**src/hw/rtl/lps_pkg.sv**
```systemverilog
// shared types and constants for the lookahead point selector
package lps_pkg;

  // field widths
  localparam int COORD_W = 24;
  localparam int IDX_W   = 12;
  localparam int DIST_W  = 32;

  // distance datapath widths
  localparam int DIFF_W     = COORD_W + 1;
  localparam int SQ_W       = 2 * DIFF_W;
  localparam int RAD_W      = SQ_W + 2;
  localparam int ROOT_W     = RAD_W / 2;
  localparam int REM_W      = ROOT_W + 4;
  localparam int SQRT_STEPS = RAD_W / 2;
  localparam int STEP_CNT_W = $clog2(SQRT_STEPS);

  // path length limit and index saturation
  localparam int MAX_POINTS = 4096;
  localparam int INDEX_CAP  = (MAX_POINTS - 1) < 4095 ? (MAX_POINTS - 1) : 4095;

  // lookahead reset value, 0.45 m in Q16.16
  localparam logic [DIST_W-1:0] LOOKAHEAD_RESET = 32'd29491;

  // front-to-back item queue
  localparam int QUEUE_DEPTH = 2;
  localparam int QPTR_W      = $clog2(QUEUE_DEPTH);

  // one path point
  typedef struct packed {
    logic               eop;
    logic [COORD_W-1:0] y;
    logic [COORD_W-1:0] x;
  } lps_item_t;

  // one chosen point
  typedef struct packed {
    logic               reached;
    logic [IDX_W-1:0]   index;
    logic [COORD_W-1:0] y;
    logic [COORD_W-1:0] x;
  } lps_result_t;

endpackage

```
**src/hw/rtl/lps_queue.sv**
```systemverilog
// front side: accepts points and holds them in a short queue
module lps_queue (
  input  logic              clk,
  input  logic              rst_n,
  input  logic              in_valid,
  output logic              in_ready,
  input  lps_pkg::lps_item_t in_item,
  output logic              out_valid,
  input  logic              out_pop,
  output lps_pkg::lps_item_t out_item
);
  import lps_pkg::*;

  lps_item_t         entry_r [QUEUE_DEPTH];
  logic [QPTR_W-1:0] wr_ptr_r, wr_ptr_nxt;
  logic [QPTR_W-1:0] rd_ptr_r, rd_ptr_nxt;
  logic [QPTR_W:0]   count_r, count_nxt;
  logic              push, pop;

  // handshake on both sides
  assign in_ready  = (count_r != (QPTR_W+1)'(QUEUE_DEPTH));
  assign out_valid = (count_r != '0);
  assign out_item  = entry_r[rd_ptr_r];
  assign push      = in_valid & in_ready;
  assign pop       = out_pop & out_valid;

  // pointer and fill count update
  always_comb begin
    wr_ptr_nxt = wr_ptr_r;
    rd_ptr_nxt = rd_ptr_r;
    count_nxt  = count_r;
    if (push) begin
      wr_ptr_nxt = (wr_ptr_r == QPTR_W'(QUEUE_DEPTH - 1)) ? '0 : wr_ptr_r + 1'b1;
    end
    if (pop) begin
      rd_ptr_nxt = (rd_ptr_r == QPTR_W'(QUEUE_DEPTH - 1)) ? '0 : rd_ptr_r + 1'b1;
    end
    if (push && !pop) begin
      count_nxt = count_r + 1'b1;
    end else if (pop && !push) begin
      count_nxt = count_r - 1'b1;
    end
  end

  always_ff @(posedge clk) begin
    if (!rst_n) begin
      wr_ptr_r <= '0;
      rd_ptr_r <= '0;
      count_r  <= '0;
    end else begin
      wr_ptr_r <= wr_ptr_nxt;
      rd_ptr_r <= rd_ptr_nxt;
      count_r  <= count_nxt;
    end
  end

  // storage
  always_ff @(posedge clk) begin
    if (push) begin
      entry_r[wr_ptr_r] <= in_item;
    end
  end

`ifndef NO_ASSERTIONS
  // fill count never passes the depth
  a_count_bound: assert property (@(posedge clk) disable iff (!rst_n)
    count_r <= (QPTR_W+1)'(QUEUE_DEPTH))
    else $error("queue count beyond depth");
`endif

endmodule

```
**src/hw/rtl/lps_sqrt.sv**
```systemverilog
// bit-serial integer square root, two radicand bits per cycle
module lps_sqrt (
  input  logic                       clk,
  input  logic                       rst_n,
  input  logic                       start,
  input  logic [lps_pkg::RAD_W-1:0]  radicand,
  output logic                       done,
  output logic [lps_pkg::ROOT_W-1:0] root
);
  import lps_pkg::*;

  logic [RAD_W-1:0]      rad_r, rad_nxt;
  logic [REM_W-1:0]      rem_r, rem_nxt;
  logic [ROOT_W-1:0]     root_r, root_nxt;
  logic [STEP_CNT_W-1:0] cnt_r, cnt_nxt;
  logic                  busy_r, busy_nxt;
  logic                  done_r, done_nxt;
  logic [REM_W-1:0]      rem_sh, trial;

  // one digit step
  assign rem_sh = {rem_r[REM_W-3:0], rad_r[RAD_W-1 -: 2]};
  assign trial  = {2'b00, root_r, 2'b01};

  always_comb begin
    rad_nxt  = rad_r;
    rem_nxt  = rem_r;
    root_nxt = root_r;
    cnt_nxt  = cnt_r;
    busy_nxt = busy_r;
    done_nxt = 1'b0;
    if (start) begin
      rad_nxt  = radicand;
      rem_nxt  = '0;
      root_nxt = '0;
      cnt_nxt  = '0;
      busy_nxt = 1'b1;
    end else if (busy_r) begin
      rad_nxt = {rad_r[RAD_W-3:0], 2'b00};
      if (rem_sh >= trial) begin
        rem_nxt  = rem_sh - trial;
        root_nxt = {root_r[ROOT_W-2:0], 1'b1};
      end else begin
        rem_nxt  = rem_sh;
        root_nxt = {root_r[ROOT_W-2:0], 1'b0};
      end
      cnt_nxt = cnt_r + 1'b1;
      if (cnt_r == STEP_CNT_W'(SQRT_STEPS - 1)) begin
        busy_nxt = 1'b0;
        done_nxt = 1'b1;
      end
    end
  end

  always_ff @(posedge clk) begin
    if (!rst_n) begin
      busy_r <= 1'b0;
      done_r <= 1'b0;
      cnt_r  <= '0;
    end else begin
      busy_r <= busy_nxt;
      done_r <= done_nxt;
      cnt_r  <= cnt_nxt;
    end
  end

  // datapath
  always_ff @(posedge clk) begin
    rad_r  <= rad_nxt;
    rem_r  <= rem_nxt;
    root_r <= root_nxt;
  end

  assign done = done_r;
  assign root = root_r;

`ifndef NO_ASSERTIONS
  // a new root is only started on an idle unit
  a_start_idle: assert property (@(posedge clk) disable iff (!rst_n)
    start |-> !busy_r)
    else $error("sqrt started while busy");
`endif

endmodule

```
**src/hw/rtl/lps_engine.sv**
```systemverilog
// back side: step length, running distance, point choice and result register
module lps_engine (
  input  logic                        clk,
  input  logic                        rst_n,
  input  logic                        q_valid,
  output logic                        q_pop,
  input  lps_pkg::lps_item_t          q_item,
  input  logic [lps_pkg::DIST_W-1:0]  lookahead,
  output logic                        out_valid,
  input  logic                        out_ready,
  output lps_pkg::lps_result_t        out_result
);
  import lps_pkg::*;

  localparam logic [2:0] ST_IDLE   = 3'd0;
  localparam logic [2:0] ST_DIFF   = 3'd1;
  localparam logic [2:0] ST_SQR    = 3'd2;
  localparam logic [2:0] ST_RSTART = 3'd3;
  localparam logic [2:0] ST_RWAIT  = 3'd4;
  localparam logic [2:0] ST_DONE   = 3'd5;

  logic [2:0]         state_r, state_nxt;
  lps_item_t          cur_r, cur_nxt;
  logic [COORD_W-1:0] prev_x_r, prev_x_nxt;
  logic [COORD_W-1:0] prev_y_r, prev_y_nxt;
  logic [DIST_W-1:0]  travelled_r, travelled_nxt;
  logic [DIST_W-1:0]  tsum_r, tsum_nxt;
  logic               have_prev_r, have_prev_nxt;
  logic               sent_r, sent_nxt;
  logic [IDX_W-1:0]   count_r, count_nxt;
  logic               hit_r, hit_nxt;
  logic [DIFF_W-1:0]  ax_r, ay_r;
  logic [SQ_W-1:0]    sqx_r, sqy_r;
  logic               out_valid_r, out_valid_nxt;
  lps_result_t        out_r, out_nxt;

  logic signed [DIFF_W-1:0] dx, dy;
  logic [DIST_W:0]          acc;
  logic                     sq_start, sq_done;
  logic [RAD_W-1:0]         radicand;
  logic [ROOT_W-1:0]        sq_root;
  logic                     emit, can_go;

  // coordinate differences and their magnitudes
  assign dx = DIFF_W'(signed'(cur_r.x)) - DIFF_W'(signed'(prev_x_r));
  assign dy = DIFF_W'(signed'(cur_r.y)) - DIFF_W'(signed'(prev_y_r));

  always_ff @(posedge clk) begin
    ax_r  <= dx[DIFF_W-1] ? DIFF_W'(-dx) : DIFF_W'(dx);
    ay_r  <= dy[DIFF_W-1] ? DIFF_W'(-dy) : DIFF_W'(dy);
    sqx_r <= SQ_W'(ax_r) * SQ_W'(ax_r);
    sqy_r <= SQ_W'(ay_r) * SQ_W'(ay_r);
  end

  // squared length feeds the root unit
  assign radicand = RAD_W'(sqx_r) + RAD_W'(sqy_r);
  assign sq_start = (state_r == ST_RSTART);

  lps_sqrt u_sqrt (
    .clk      (clk),
    .rst_n    (rst_n),
    .start    (sq_start),
    .radicand (radicand),
    .done     (sq_done),
    .root     (sq_root)
  );

  // saturating running distance
  assign acc = (DIST_W+1)'(travelled_r) + (DIST_W+1)'(sq_root);

  // result hand-off
  assign emit   = hit_r | cur_r.eop;
  assign can_go = !emit || !out_valid_r || out_ready;
  assign q_pop  = (state_r == ST_IDLE) && q_valid;

  always_comb begin
    state_nxt     = state_r;
    cur_nxt       = cur_r;
    prev_x_nxt    = prev_x_r;
    prev_y_nxt    = prev_y_r;
    travelled_nxt = travelled_r;
    tsum_nxt      = tsum_r;
    have_prev_nxt = have_prev_r;
    sent_nxt      = sent_r;
    count_nxt     = count_r;
    hit_nxt       = hit_r;
    out_nxt       = out_r;
    out_valid_nxt = out_valid_r;
    if (out_valid_r && out_ready) begin
      out_valid_nxt = 1'b0;
    end
    case (state_r)
      ST_IDLE: begin
        if (q_valid) begin
          cur_nxt = q_item;
          if (sent_r) begin
            // points after an emission only look for the path end
            if (q_item.eop) begin
              prev_x_nxt    = '0;
              prev_y_nxt    = '0;
              travelled_nxt = '0;
              have_prev_nxt = 1'b0;
              sent_nxt      = 1'b0;
              count_nxt     = '0;
            end
          end else if (have_prev_r) begin
            state_nxt = ST_DIFF;
          end else begin
            // first point of a path is never tested
            hit_nxt   = 1'b0;
            tsum_nxt  = travelled_r;
            state_nxt = ST_DONE;
          end
        end
      end
      ST_DIFF: begin
        state_nxt = ST_SQR;
      end
      ST_SQR: begin
        state_nxt = ST_RSTART;
      end
      ST_RSTART: begin
        state_nxt = ST_RWAIT;
      end
      ST_RWAIT: begin
        if (sq_done) begin
          tsum_nxt  = acc[DIST_W] ? '1 : acc[DIST_W-1:0];
          hit_nxt   = (acc[DIST_W] ? '1 : acc[DIST_W-1:0]) >= lookahead;
          state_nxt = ST_DONE;
        end
      end
      ST_DONE: begin
        if (can_go) begin
          if (emit) begin
            out_nxt.x       = cur_r.x;
            out_nxt.y       = cur_r.y;
            out_nxt.index   = count_r;
            out_nxt.reached = hit_r;
            out_valid_nxt   = 1'b1;
          end
          if (cur_r.eop) begin
            prev_x_nxt    = '0;
            prev_y_nxt    = '0;
            travelled_nxt = '0;
            have_prev_nxt = 1'b0;
            sent_nxt      = 1'b0;
            count_nxt     = '0;
          end else begin
            prev_x_nxt    = cur_r.x;
            prev_y_nxt    = cur_r.y;
            travelled_nxt = tsum_r;
            have_prev_nxt = 1'b1;
            sent_nxt      = hit_r;
            if (count_r < IDX_W'(INDEX_CAP)) begin
              count_nxt = count_r + 1'b1;
            end
          end
          state_nxt = ST_IDLE;
        end
      end
      default: begin
        state_nxt = ST_IDLE;
      end
    endcase
  end

  // control and path state
  always_ff @(posedge clk) begin
    if (!rst_n) begin
      state_r     <= ST_IDLE;
      prev_x_r    <= '0;
      prev_y_r    <= '0;
      travelled_r <= '0;
      have_prev_r <= 1'b0;
      sent_r      <= 1'b0;
      count_r     <= '0;
      out_valid_r <= 1'b0;
    end else begin
      state_r     <= state_nxt;
      prev_x_r    <= prev_x_nxt;
      prev_y_r    <= prev_y_nxt;
      travelled_r <= travelled_nxt;
      have_prev_r <= have_prev_nxt;
      sent_r      <= sent_nxt;
      count_r     <= count_nxt;
      out_valid_r <= out_valid_nxt;
    end
  end

  // payload
  always_ff @(posedge clk) begin
    cur_r  <= cur_nxt;
    tsum_r <= tsum_nxt;
    hit_r  <= hit_nxt;
    out_r  <= out_nxt;
  end

  assign out_valid  = out_valid_r;
  assign out_result = out_r;

`ifndef NO_ASSERTIONS
  // a root arrives only while it is awaited
  a_root_when_waiting: assert property (@(posedge clk) disable iff (!rst_n)
    sq_done |-> (state_r == ST_RWAIT))
    else $error("root result outside wait state");

  // an emitted path always has a previous point
  a_sent_has_prev: assert property (@(posedge clk) disable iff (!rst_n)
    sent_r |-> have_prev_r)
    else $error("emission flag without previous point");

  // point index stays within its cap
  a_count_cap: assert property (@(posedge clk) disable iff (!rst_n)
    count_r <= IDX_W'(INDEX_CAP))
    else $error("point count beyond cap");
`endif

endmodule

```
**src/hw/rtl/lookahead_point_selector_core.sv**
```systemverilog
// top level of the lookahead point selector
// Path points enter one at a time on the in_ stream and wait in a two-entry
// queue; a back-end takes them one after another. A point after an emission
// is only popped and checked for the path end, and the first point of a
// path goes straight to the hand-off. Any other point passes through the
// pop, a difference stage, a squaring stage, a start cycle, then the
// bit-serial square root of the 52-bit squared step, which retires two
// radicand bits a cycle, then accumulate and compare, then the hand-off to
// the output register. A result still waiting on out_ holds the back-end
// in that hand-off. At most one result leaves per path on the out_ stream;
// reached in tuser tells a lookahead hit from the last-point fallback. The
// lookahead register is written through cfg_we/cfg_wdata and should only
// change between paths while the block is empty.
module lookahead_point_selector_core (
  input  logic        clk,
  input  logic        rst_n,
  // input points
  input  logic        in_tvalid,
  output logic        in_tready,
  input  logic [47:0] in_tdata,   // point_x [23:0], point_y [47:24]
  input  logic        in_tlast,   // end_of_path
  // chosen points
  output logic        out_tvalid,
  input  logic        out_tready,
  output logic [63:0] out_tdata,  // target_x [23:0], target_y [47:24], target_index [59:48]
  output logic        out_tuser,  // reached
  // lookahead register
  input  logic        cfg_we,
  input  logic [31:0] cfg_wdata
);
  import lps_pkg::*;

  logic [DIST_W-1:0] lookahead_r;
  lps_item_t         in_item, q_item;
  logic              q_valid, q_pop;
  lps_result_t       result;

  // lookahead distance register
  always_ff @(posedge clk) begin
    if (!rst_n) begin
      lookahead_r <= LOOKAHEAD_RESET;
    end else if (cfg_we) begin
      lookahead_r <= cfg_wdata;
    end
  end

  // unpack the incoming point
  assign in_item.x   = in_tdata[COORD_W-1:0];
  assign in_item.y   = in_tdata[2*COORD_W-1:COORD_W];
  assign in_item.eop = in_tlast;

  lps_queue u_queue (
    .clk       (clk),
    .rst_n     (rst_n),
    .in_valid  (in_tvalid),
    .in_ready  (in_tready),
    .in_item   (in_item),
    .out_valid (q_valid),
    .out_pop   (q_pop),
    .out_item  (q_item)
  );

  lps_engine u_engine (
    .clk        (clk),
    .rst_n      (rst_n),
    .q_valid    (q_valid),
    .q_pop      (q_pop),
    .q_item     (q_item),
    .lookahead  (lookahead_r),
    .out_valid  (out_tvalid),
    .out_ready  (out_tready),
    .out_result (result)
  );

  // pack the chosen point
  assign out_tdata = {4'b0000, result.index, result.y, result.x};
  assign out_tuser = result.reached;

endmodule
```
**config.mk**
```make
export PLATFORM = sky130hd
export DESIGN_NAME = lookahead_point_selector_core
export DESIGN_NICKNAME = d
export VERILOG_FILES = /design/src/hw/rtl/lps_pkg.sv /design/src/hw/rtl/lps_queue.sv /design/src/hw/rtl/lps_sqrt.sv /design/src/hw/rtl/lps_engine.sv /design/src/hw/rtl/lookahead_point_selector_core.sv
export SDC_FILE = /design/constraint.sdc
export NUM_CORES = 2
export LEC_CHECK = 0
export ABC_AREA = 1
export ABC_CLOCK_PERIOD_IN_PS = 6900
export BUFFER_PORTS_ARGS = -buffer_cell sky130_fd_sc_hd__buf_2
export CORE_MARGIN = 2
export CORE_UTILIZATION = 45
export CTS_CLUSTER_DIAMETER = 150
export DETAILED_ROUTE_END_ITERATION = 10
export RECOVER_POWER = 100
export SLEW_MARGIN = 10
export SYNTH_ARGS = -nofsm -noshare
export SYNTH_HDL_FRONTEND = slang
export SYNTH_SLANG_ARGS = --single-unit
```
**constraint.sdc**
```tcl
create_clock -name clk -period 6.9 [get_ports clk]
set_clock_uncertainty 0.1 [all_clocks]
set_input_delay 0.345 -clock clk [delete_from_list [all_inputs] [get_ports clk]]
set_output_delay 0.345 -clock clk [all_outputs]
set_load 0.02 [all_outputs]
```
-- Word level (Yosys, flattened, before mapping)
Memories as Yosys holds them, arrays and structs flattened. A register that Yosys moved wholly into a read port is not among the register bits.
Cells that the tools add are included.
- flip-flop bits (word level): 540
- RAM bits: 98
- output and inout bits: 67
- memories kept: 1
- $add $sub $neg: 13
- multipliers: 2
- $lt $le $gt $ge: 3
- equal/unequal tests: 15
- multiplexer cells: 73
- bitwise gates (word level): 5
- reductions and logical operators: 25
- memory list (name ; words ; width ; rd ports ; clocked after memory_dff ; wr ports ; line ; source):
    u_queue.entry_r ; 2 ; 49 ; 1 ; 1 ; 1 ; lps_queue.sv:14 ; lps_item_t entry_r [QUEUE_DEPTH];
- operators by type and width (cell ; number):
    $mux W32 ; 10
    $mux W24 ; 9
    $pmux W32 S2 ; 2
    $mux W52 ; 2
    $mul A25 B25 Y50 ; 2
    $pmux W24 S2 ; 2
    $mux W12 ; 6
    $add A50 B50 Y51 ; 1
    $neg A25 Y25 ; 2
    $sub A24 B24 Y25 ; 2
    $add A32 B26 Y33 ; 1
    $ge A32 B32 Y1 ; 1
    $ge A30 B28 Y1 ; 1
    $mux W1 ; 29
    $mux W28 ; 1
    $sub A28 B28 Y28 ; 1
    $pmux W12 S2 ; 1
    $pmux W3 S6 ; 1
    $mux W3 ; 5
    $add A12 B1 Y12 const B ; 1
    $lt A12 B12 Y1 const B ; 1
    $reduce_and A5 Y1 ; 2
    $reduce_bool A2 Y1 ; 5
    $ne A2 B1 Y1 const B ; 4
    other kinds (25) ; 44

-- Logic depth before layout (Yosys ltp)
- depth in word-level cells: 6
- depth in mapped cells: 31

-- Modules after synthesis
From an unflattened synthesis, not the netlist that was laid out.
- cells, all modules: 8921
- area, all modules: 70971.8 sq um
- modules (own cells, without submodules) (module ; instances ; cells an instance ; area each (sq um)):
    lps_engine ; 1 ; 7620 ; 59364.4
    lps_sqrt ; 1 ; 923 ; 6498.7
    lps_queue ; 1 ; 189 ; 3821.2
    lookahead_point_selector_core ; 1 ; 189 ; 1287.5

-- Worst setup path after synthesis
Ideal clock, no wire load.
- kind: reg-to-reg
- from: reg u_engine.ay_r[3]
- to: reg u_engine.sqy_r[36]
- library setup time: 112 ps
- arrival time: 6172 ps
- slack: 516 ps
- stages on the path, launching flop included: 28
- path buffers: 2
- cells stage by stage: dfxtp_1 -> clkbuf_1 -> clkbuf_1 -> nand2_1 -> fa_1 -> inv_1 -> fa_1 -> inv_1 -> fa_1 -> inv_1 -> fa_1 -> inv_1 -> fa_1 -> inv_1 -> fa_1 -> inv_1 -> fa_1 -> inv_1 -> ha_1 -> nand2_1 -> nor2_1 -> nand2_1 -> nor3b_1 -> nor3b_1 -> o21ai_0 -> nand2_1 -> nand3_1 -> nand2_1
- cells in the longest elaborated chain, start to end: 1
- RTL lines (element ; line ; source):
    start, declared ; lps_engine.sv:32 ; logic [DIFF_W-1:0] ax_r, ay_r;
    start signal, assigned ; lps_engine.sv:50 ; ay_r <= dy[DIFF_W-1] ? DIFF_W'(-dy) : DIFF_W'(dy);
    $mul A25 B25 Y50 ; lps_engine.sv:52 ; sqy_r <= SQ_W'(ay_r) * SQ_W'(ay_r);
    end signal, assigned ; lps_engine.sv:52 ;
    end, declared ; lps_engine.sv:33 ; logic [SQ_W-1:0] sqx_r, sqy_r;
No other way between the ends.
A chain may end at the register's enable or synchronous reset.

-- Worst setup path after layout
- from: reg u_engine.ay_r[3]
- to: reg u_engine.sqy_r[37]
Same word-level chain as after synthesis.

==> summary.md <==
| Metric | Value |
|---|---|
| Status | `finished with violations` |
| Failing checks | `capacitance limit, slew limit` |
| Endpoints failing hold | `0` |
| CORE AREA | `about 160,000 sq um` |
| Worst Slack Setup Final | `around 0.23 ns` |
| CTS clk-pin slew, worst paths | `approximately 0.07 ns` |
| Worst hold margin | `between 0.2 and 0.3 ns` |
| Final Cell Area | `between 70,000 and 80,000 sq um` |
| Most used DFF post-synth | `dfxtp_1` |
| Slew @ Worst Pin | `3.722 ns` |
| Achievable frequency | `149.9 MHz` |
| Reg-to-Reg Start | `u_engine.ay_r[3]$_DFF_P_` |
| Buffers & Inverters on Critical Path | `9` |
| Ys async rst share | `0%` |
| CP top delay family | `adder cells` |
| GP Congestion | `0.9636` |
| Fill count | `between 15,000 and 20,000` |
| Die Area | `approximately 160,000 sq um` |
| Max cap viols | `15` |
| Grt ovf | `0` |
| Fin. max-slew vios | `roughly 710` |
| R2r setup slk | `0.23 ns` |
| Final setup violation count | `0` |
| Fraction of layout cells with a size suffix above 1 | `~4.6%` |
| Max Buffers Root-to-Sink | `3` |
| Largest net degree at the start of global routing | `between 80 and 90` |
| Most frequent cells in the layout | `inv_1 (2,250), nand2_1 (2,037), fa_1 (935)` |
| M3 GR Usage | `under 10%` |
| Nets | `approximately 11,000` |
| Worst Setup Start Kind | `register` |
| Sink Count | `around 640` |
| WHS Endpoint | `u_queue.entry_r[0][48]$_DFFE_PP_` |
| Worst slack at placement | `-0.1791 ns` |
| CP Max Fanout | `21` |
| DR vias | `~56,000` |
| Sequential area share after synthesis | `~22%` |
| Required time of the critical path | `between 7 and 8 ns` |
| #FFs+latches synth | `about 640` |
| Vias in the first global route | `about 57,000` |
| Post-route ant nets | `0` |
| Min cycle time layout | `~6.7 ns` |
| GRT met1 Usage | `about a third` |
| Placed cell count | `~11,000` |
| Synth Cell Area | `roughly 70,000 sq um` |
| Mean Syn Cell Area | `roughly 8.0 sq um` |
| Iter 0 DRT Violations | `around 3,500` |
| DIE WIDTH | `roughly 400 um` |
| Cell Count, Final, Fillers Out | `roughly 11,000` |
| DRT Pass-1 Iters | `6` |
| Grt peak-use layer | `met2` |
| RSZ-0062 raised after global routing | `yes` |
| Area occupied by registers | `approximately 16,000 sq um` |
| Crit Path Class | `reg2reg` |
| Drt wl/cell | `about 17 um` |
| Hold crit path type | `in2reg` |
| CP arrival | `around 7.1 ns` |
| Chip height | `around 400 um` |
| Critical Path Source | `u_engine.ay_r[3]$_DFF_P_` |
| Hpwl dp | `roughly 160,000 um` |
| Initial antenna violation count | `11` |
| GR Util All Layers | `between 20 and 25%` |
| CP max-delay cell | `fa_1` |
| Reg-to-reg endpoint | `u_engine.sqy_r[37]$_DFF_P_` |
| Max incr delay on CP | `roughly 0.55 ns` |
| Met2 Usage GRT | `between 40% and 50%` |
| Synth unique cells | `between 50 and 60` |
| # port buffers | `approximately 150` |
| CTS tree | `yes` |
| Area after DPL | `between 70,000 and 80,000 sq um` |
| Synth warn | `0` |
| Post-Synthesis Cells | `a little under 9,000` |
| Final Cycle Share | `96.68%` |
| Worst slew margin | `-148.1%` |
| Crit end category | `register` |
| Area occupied by multi-input gates | `45,380 sq um` |
| Setup Fix Bufs, Post-CTS | `0` |
| Layout area overhead | `10.41%` |
| Number of synthesized flops with an enable pin | `293` |
| Clock root buffer | `clkbuf_16` |
| Reg2Reg Depth | `27` |
| Ports | `between 150 and 200` |
| Starting Density | `between 40% and 50%` |
| Htree depth | `3` |
| Row cnt | `approximately 150` |
| Worst Hold Launch | `in_tlast` |
| Most common cell after layout, fill and taps aside | `inv_1` |
| Drt drc | `0` |
| Worst skew pair latency | `roughly 0.70 ns` |
| CTS Buf Count | `78` |
| Via-to-Cell Ratio | `between 4 and 5` |
| Routed WL | `approximately 200,000 um` |
| First-pass GRT wire length | `just over 300,000 um` |
| Hold-critical path depth | `2` |
-- worst max path at each step --
| stage | to | slack, ns | depth (start not counted) |
|---|---|---|---|
| after global routing | u_engine.sqy_r[44]$_DFF_P_ | -0.02 | 23 |
| after CTS | u_engine.sqy_r[44]$_DFF_P_ | 0.03 | 22 |
| after floorplan | u_engine.sqy_r[36]$_DFF_P_ | 0.52 | 27 |
| after detailed placement | u_engine.sqy_r[44]$_DFF_P_ | -0.18 | 20 |
| after global placement | u_engine.sqy_r[34]$_DFF_P_ | -0.25 | 23 |
| final | u_engine.sqy_r[37]$_DFF_P_ | 0.23 | 27 |
-- state kept, by name, indices dropped and copies added, names as in the netlist, 26 cells and up, named ones only --
register               flops
lookahead_r               32
u_engine.cur_r            49
u_engine.out_result       61
u_engine.sqx_r            49
u_engine.sqy_r            49
u_engine.travelled_r      32
u_engine.tsum_r           32
u_engine.u_sqrt.rad_r     52
u_engine.u_sqrt.rem_r     28
u_engine.u_sqrt.root      26
u_queue.entry_r           98
-- final cells by class --
cell class / count / share of cell area, %
Sequential cell: 637 / 20.25
Clock buffer: 105 / 2.817
Tap cell: 2058 / 3.318
Antenna cell: 6 / 0.01935
Multi-Input combinational cell: 5684 / 58.48
Inverter: 2254 / 10.90
Timing Repair Buffer: 380 / 3.573
Clock inverter: 41 / 0.6369
-- synthesized netlist by cell type (all sizes together) (9+ instances only) --
cell,count,share of area (%)
a31oi,55,0.49
nand3,282,2.0
nand4,59,0.53
dfxtp,344,9.8
inv,2253,12
nand3b,9,0.096
nor3,54,0.39
o211ai,16,0.17
xnor2,76,0.95
fa,935,27
a21boi,15,0.16
a21o,20,0.21
o21ai,288,2.1
or2,15,0.13
a22oi,26,0.28
xor2,123,1.6
nor4,15,0.13
ha,557,9.9
edfxtp,293,13
o21bai,35,0.37
o21a,13,0.14
buf,30,0.24
a21oi,459,3.3
nand2,2040,11
clkbuf,198,1.1
mux2,48,0.77
nor2,501,2.7
-- per-stage QoR --
step | TNS (ns) | util [%]
floorplan | 0 | -
global placement | -1.357 | 47.52
detailed placement | -1.043 | 47.52
CTS | 0 | 49.89
global route | -0.07348 | 49.85
finish | 0 | 49.85
-- repair_timing --
action | 4_1_cts | 5_1_grt
resized for setup | 3 | 76
setup endpoints to repair | 14 | 41
endpoints found under the hold margin | 132 | 0
hold buffers | 101 | 0
pin swaps | 0 | 1
-- logic make-up after synthesis --
| family | synth area share [%] |
|---|---|
| AO/OA/AOI/OAI | 7.424 |
| XOR/XNOR | 2.507 |
| multiplexers | 0.7691 |
| other | 0.005336 |
| AND/OR/NAND/NOR | 17.10 |
| flip-flops | 22.32 |
| buffers and inverters | 13.33 |
| adder cells (fa/ha/maj) | 36.55 |
-- worst reg2reg max path: cells and delay by family (launching register included) --
family | cells | cell delay (ns)
AO/OA/AOI/OAI | 1 | 0.17
adder cells (fa/ha/maj) | 8 | 3.97
buffers and inverters | 9 | 0.71
flip-flops | 1 | 0.39
AND/OR/NAND/NOR | 9 | 1.17
-- layer usage --
metal	part of all wire (%)	vias to the layer above
li1	-	27153
met1	45	27022
met2	47	1323
met3	5.5	217
met4	2.2	6
met5	0.022	-
Power is not shown: default switching activity piles up to over one toggle a cycle in this logic, so the estimate is an artifact.
